<file path="src/nnis_div.sv">
module nnis_div #(
  parameter int unsigned NUM_W = 20,
  parameter int unsigned DEN_W = 11,
  parameter int unsigned QW    = 8
) (
  input  logic             clk_i,
  input  logic             en_i,
  input  logic [NUM_W-1:0] num_i,
  input  logic [DEN_W-1:0] den_i,
  output logic [QW-1:0]    quot_o
);

  // Restoring division, one quotient bit per stage; the quotient must fit QW bits
  localparam int unsigned CMP_W = (NUM_W > DEN_W + QW) ? NUM_W : DEN_W + QW;

  logic [CMP_W-1:0] rem_q  [QW];
  logic [QW-1:0]    quot_q [QW];

  for (genvar i = 0; i < QW; i++) begin : g_step
    localparam int unsigned B = QW - 1 - i;

    logic [CMP_W-1:0] rem_in;
    logic [QW-1:0]    q_in;
    logic [CMP_W-1:0] trial;
    logic             ge;

    if (i == 0) begin : g_first
      assign rem_in = CMP_W'(num_i);
      assign q_in   = '0;
    end else begin : g_next
      assign rem_in = rem_q[i-1];
      assign q_in   = quot_q[i-1];
    end

    assign trial = CMP_W'(den_i) << B;
    assign ge    = (rem_in >= trial);

    always_ff @(posedge clk_i) begin
      if (en_i) begin
        rem_q[i]  <= ge ? (rem_in - trial) : rem_in;
        quot_q[i] <= q_in | (ge ? (QW'(1) << B) : QW'(0));
      end
    end
  end

  assign quot_o = quot_q[QW-1];

endmodule

</file>
<file path="config.mk">
export PLATFORM = sky130hd
export DESIGN_NAME = nnis_div
export DESIGN_NICKNAME = d
export VERILOG_FILES = /design/src/nnis_div.sv
export SDC_FILE = /design/constraint.sdc
export NUM_CORES = 1
export LEC_CHECK = 0
export BUFFER_PORTS_ARGS = -buffer_cell sky130_fd_sc_hd__buf_4
export CAP_MARGIN = 20
export CORE_AREA = 5 5 146 148
export CTS_BUF_LIST = sky130_fd_sc_hd__clkbuf_8 sky130_fd_sc_hd__clkbuf_16
export DETAILED_ROUTE_END_ITERATION = 8
export DIE_AREA = 0 0 151 153
export HOLD_SLACK_MARGIN = 0.1
export PLACE_DENSITY = 0.75
export SLEW_MARGIN = 20
export SYNTH_ARGS = -nofsm -noshare
export SYNTH_HDL_FRONTEND = slang
export SYNTH_SLANG_ARGS = --single-unit
export TNS_END_PERCENT = 5
</file>
<file path="constraint.sdc">
create_clock -name clk_i -period 3.5 [get_ports clk_i]
set_input_delay 0.35 -clock clk_i [delete_from_list [all_inputs] [get_ports clk_i]]
set_output_delay 0.35 -clock clk_i [all_outputs]
set_load 0.005 [all_outputs]
</file>
==> flow_summary.toml <==
[setup_path]
r2r_setup_slack_ns = 0.56
cp-start-kind = "register"
endpoint = "rem_q[0][30]"
endpoint_kind = "register"
cpPeakStageDelay_ns = 0.50
cp.required_ns = 3.69
path_max_fanout = 12
worstSetupPathType = "register to register"
cp-startpoint = "rem_q[0][6]"
worstPathCellList = "inv_1 -> ha_1 -> fa_1 -> nor2b_1 -> o31a_1 -> o311a_1 -> o21ai_1 -> nor3b_4 -> mux2_2"
critPathSlowestCell = "nor3b_4"
rr_worst_depth = 9
rr_endpoint = "rem_q[0][30]"
timing.rr.start = "rem_q[0][6]"
critPathArrivalTime_ns = 3.13

[place]
dpl-instance-area_um2 = 11500
hpwl_mm = 16.2
place_inst = 1278
place.gp.congestion = 0.921
io_buffer_count = 40

[floorplan]
core_um2 = 19900
initial_core_util_pct = 53.9
chipWidth_um = 151
rows = 52
dieArea_um2 = 23100
fp.dieH_um = 153
io_pins = 41

[drt]
drtPass1Iterations = 5
viasPerCell = 5.74
met1Wirelength_mm = 8.51
routed-wl-met3_um = 674
drc = 0
wl_per_cell_um = 16.0
drt_iter0_markers = 323
routed_wl_mm = 21.0
wl_met2_mm = 11.4
top_layer = "met4"
antenna_left = 0
vias = 7557

[finish]
fillers = 1603
final_layout_size_suffix_gt1_share_pct = 13.1
finish.net_count = 1162
stdcell_count = 1317
syn_to_final_growth_pct = 12.7
antennaDiodeCount = 0
stdcell_area_um2 = 12100

[cts]
cts_tree = "done"
clk_path_buf_depth = 2
clkTransAtPathRegs_ns = 0.07
cts_resized = 0
post_cts_buffers = 0
htreeDepth = 4
insertion_delay_ns = 0.43
clockRootBuffer = "clkbuf_16"
numCtsBuffers = 17
clkSinkCount = 176

[global_route]
grt_pass1_vias = 7566
grt_max_degree = 84
gr-usage-all-layers_pct = 18.9
grt_pass1_wl_mm = 34.8
antenna_found_initial = 0
grt.overflow.total = 0

[worst_hold_path]
min_path_type = "input pin to register"
min_path_cells = 2

[timing]
finalCritPeriodShare_pct = 84.1
slew_headroom_pct = 50.3
worstMarginPinSlew_ns = 0.745
rsz0062_at_grt = "false"
clock.fmax_ghz = 0.340
tns_ns = 0
fin_crit_ns = 2.94
setup_viol = 0
skew_ns = 0.00948
hold_violations = 0
drv_slew = 0

[flow_run]
cap_violations = 0

[synth]
ys_seq_area_share_pct = 49.2
yosysUniqueCellTypes = 67
async_flop_share_pct = 0
netlist_area_um2 = 10700
synth.avg_cell_area_um2 = 11.2
synth-edff-count = 176
ys.warnings.count = 0
yosys_register_bits = 176
synth_nets = 1090
synth_flop_cell = "edfxtp_1"
synthCells = 962

[power_and_ir_drop]
peakVddDrop_mv = 0.420
p_leak_nw = 4.61
powerDensity_nw_per_um2 = 643

[status]
outcome = "completed"
==> cells by family (layout without fill, tap and decap cells) <==
logic type,Yosys count,in the layout,synth area share [%]
AO/OA/AOI/OAI,245,245,14.5
XOR/XNOR,74,74,6.04
adder cells (fa/ha/maj),95,95,11.6
buffers and inverters,66,151,2.40
flip-flops,176,176,49.2
multiplexers,30,30,3.10
AND/OR/NAND/NOR,276,276,13.2
==> metal layers <==
layer | global-route usage [%] | vias to the layer above
met5 | 0 | -
met4 | 6.35 | 0
met3 | 3.79 | 33
met2 | 35.4 | 144
met1 | 21.0 | 3602
li1 | - | 3778
==> Yosys cell counts, drive strengths merged (3+ instances only) <==
library cell / instances / area (um^2)
nor2b: 19 / 121
o21bai: 7 / 52.6
or4: 10 / 76.3
nor4b: 3 / 32.5
o221ai: 3 / 26.3
buf: 8 / 40.0
clkbuf: 6 / 22.5
a211oi: 10 / 75.1
mux2i: 4 / 40.0
nand3: 16 / 80.1
o21a: 12 / 90.1
nand4b: 3 / 26.3
a31oi: 12 / 90.1
a21o: 17 / 128
nor3: 25 / 125
o21ai: 82 / 410
and3: 4 / 25.0
o311a: 4 / 40.0
ha: 88 / 1100
or2: 7 / 43.8
mux2: 26 / 293
o31a: 6 / 52.6
nand2b: 18 / 113
o22ai: 3 / 18.8
inv: 52 / 195
o211ai: 5 / 37.5
xnor2: 37 / 324
or3: 9 / 56.3
o31ai: 6 / 45.0
xor2: 37 / 324
fa: 7 / 140
a31o: 3 / 26.3
nand4: 3 / 18.8
nor4: 15 / 93.8
a21oi: 57 / 285
nand2: 73 / 274
nor2: 60 / 225
edfxtp: 176 / 5290
==> through the flow <==
step	power [mW]	setup WS (ns)	hold slack, ns	utilization (%)
final	7.78	0.557	0.230	60.8
after detailed placement	5.97	0.243	0.405	57.6
after global placement	5.88	0.294	0.400	57.6
after floorplan	5.34	0.727	0.400	-
after CTS	7.80	0.545	0.215	60.8
after global routing	8.30	0.294	0.219	60.8
==> what timing repair did <==
action / 4_1_cts / 5_1_grt
endpoints found under the setup margin: 0 / 0
hold buffers: 7 / 0
endpoints found under the hold margin: 7 / 0
==> critical path, delay by kind of cell, from the launching register on <==
family                     cells  cell delay, ns
AOI/OAI and AO/OA              3            0.87
and+or+nand+nor                2            0.57
DFF                            1            0.42
adders and majority gates      2            0.39
muxes                          1            0.39
buffers and inverters          1            0.07
==> sequential cells by signal, indices dropped and copies added, names as in the netlist <==
signal	flops
quot_q	36
rem_q	140
==> worst min-delay path by stage <==
| stage | from | endpoint | slack, ns |
|---|---|---|---|
| final | num_i[12] | rem_q[0][12] | 0.23 |
| after global routing | num_i[9] | rem_q[0][9] | 0.22 |
| after CTS | num_i[12] | rem_q[0][12] | 0.22 |
| after detailed placement | quot_q[1][4] | quot_q[1][12] | 0.40 |
| after global placement | quot_q[0][31] | quot_q[1][7] | 0.40 |
| after floorplan | quot_q[0][7] | quot_q[0][15] | 0.40 |
==> cell type report <==
cell class                      count  area, um^2  share of cell area, %
Sequential cell                   176        5290                   43.7
Inverter                           52         195                   1.61
Tap cell                          270         338                   2.79
Timing Repair Buffer               67         524                   4.33
Multi-Input combinational cell    720        5190                   42.9
Clock inverter                     15         143                   1.18
Clock buffer                       17         425                   3.51
==> cells in the final DEF (no fill, tap or decap), types with 9 or more instances in the layout <==
| cell | n |
|---|---|
| nand2_1 | 73 |
| buf_4 | 59 |
| nand2b_1 | 18 |
| nor4_1 | 15 |
| o21a_1 | 12 |
| edfxtp_1 | 176 |
| nand3_1 | 16 |
| or3_1 | 9 |
| a31oi_1 | 11 |
| mux2_2 | 26 |
| nor2_1 | 60 |
| a21o_1 | 17 |
| a21oi_1 | 57 |
| o21ai_0 | 81 |
| ha_1 | 88 |
| a211oi_1 | 10 |
| xnor2_1 | 37 |
| nor3_1 | 25 |
| or4_1 | 9 |
| xor2_1 | 37 |
| nor2b_1 | 18 |
| clkbuf_16 | 17 |
| inv_1 | 51 |
==> where the power goes <==
part | switching [mW] | internal (mW) | leakage, nW
Sequential | 0.280 | 3.00 | 1.69
Clock | 0.868 | 0.945 | 0.277
Combinational | 1.43 | 1.26 | 2.65
No activity file was read; power rests on OpenSTA's default activity.
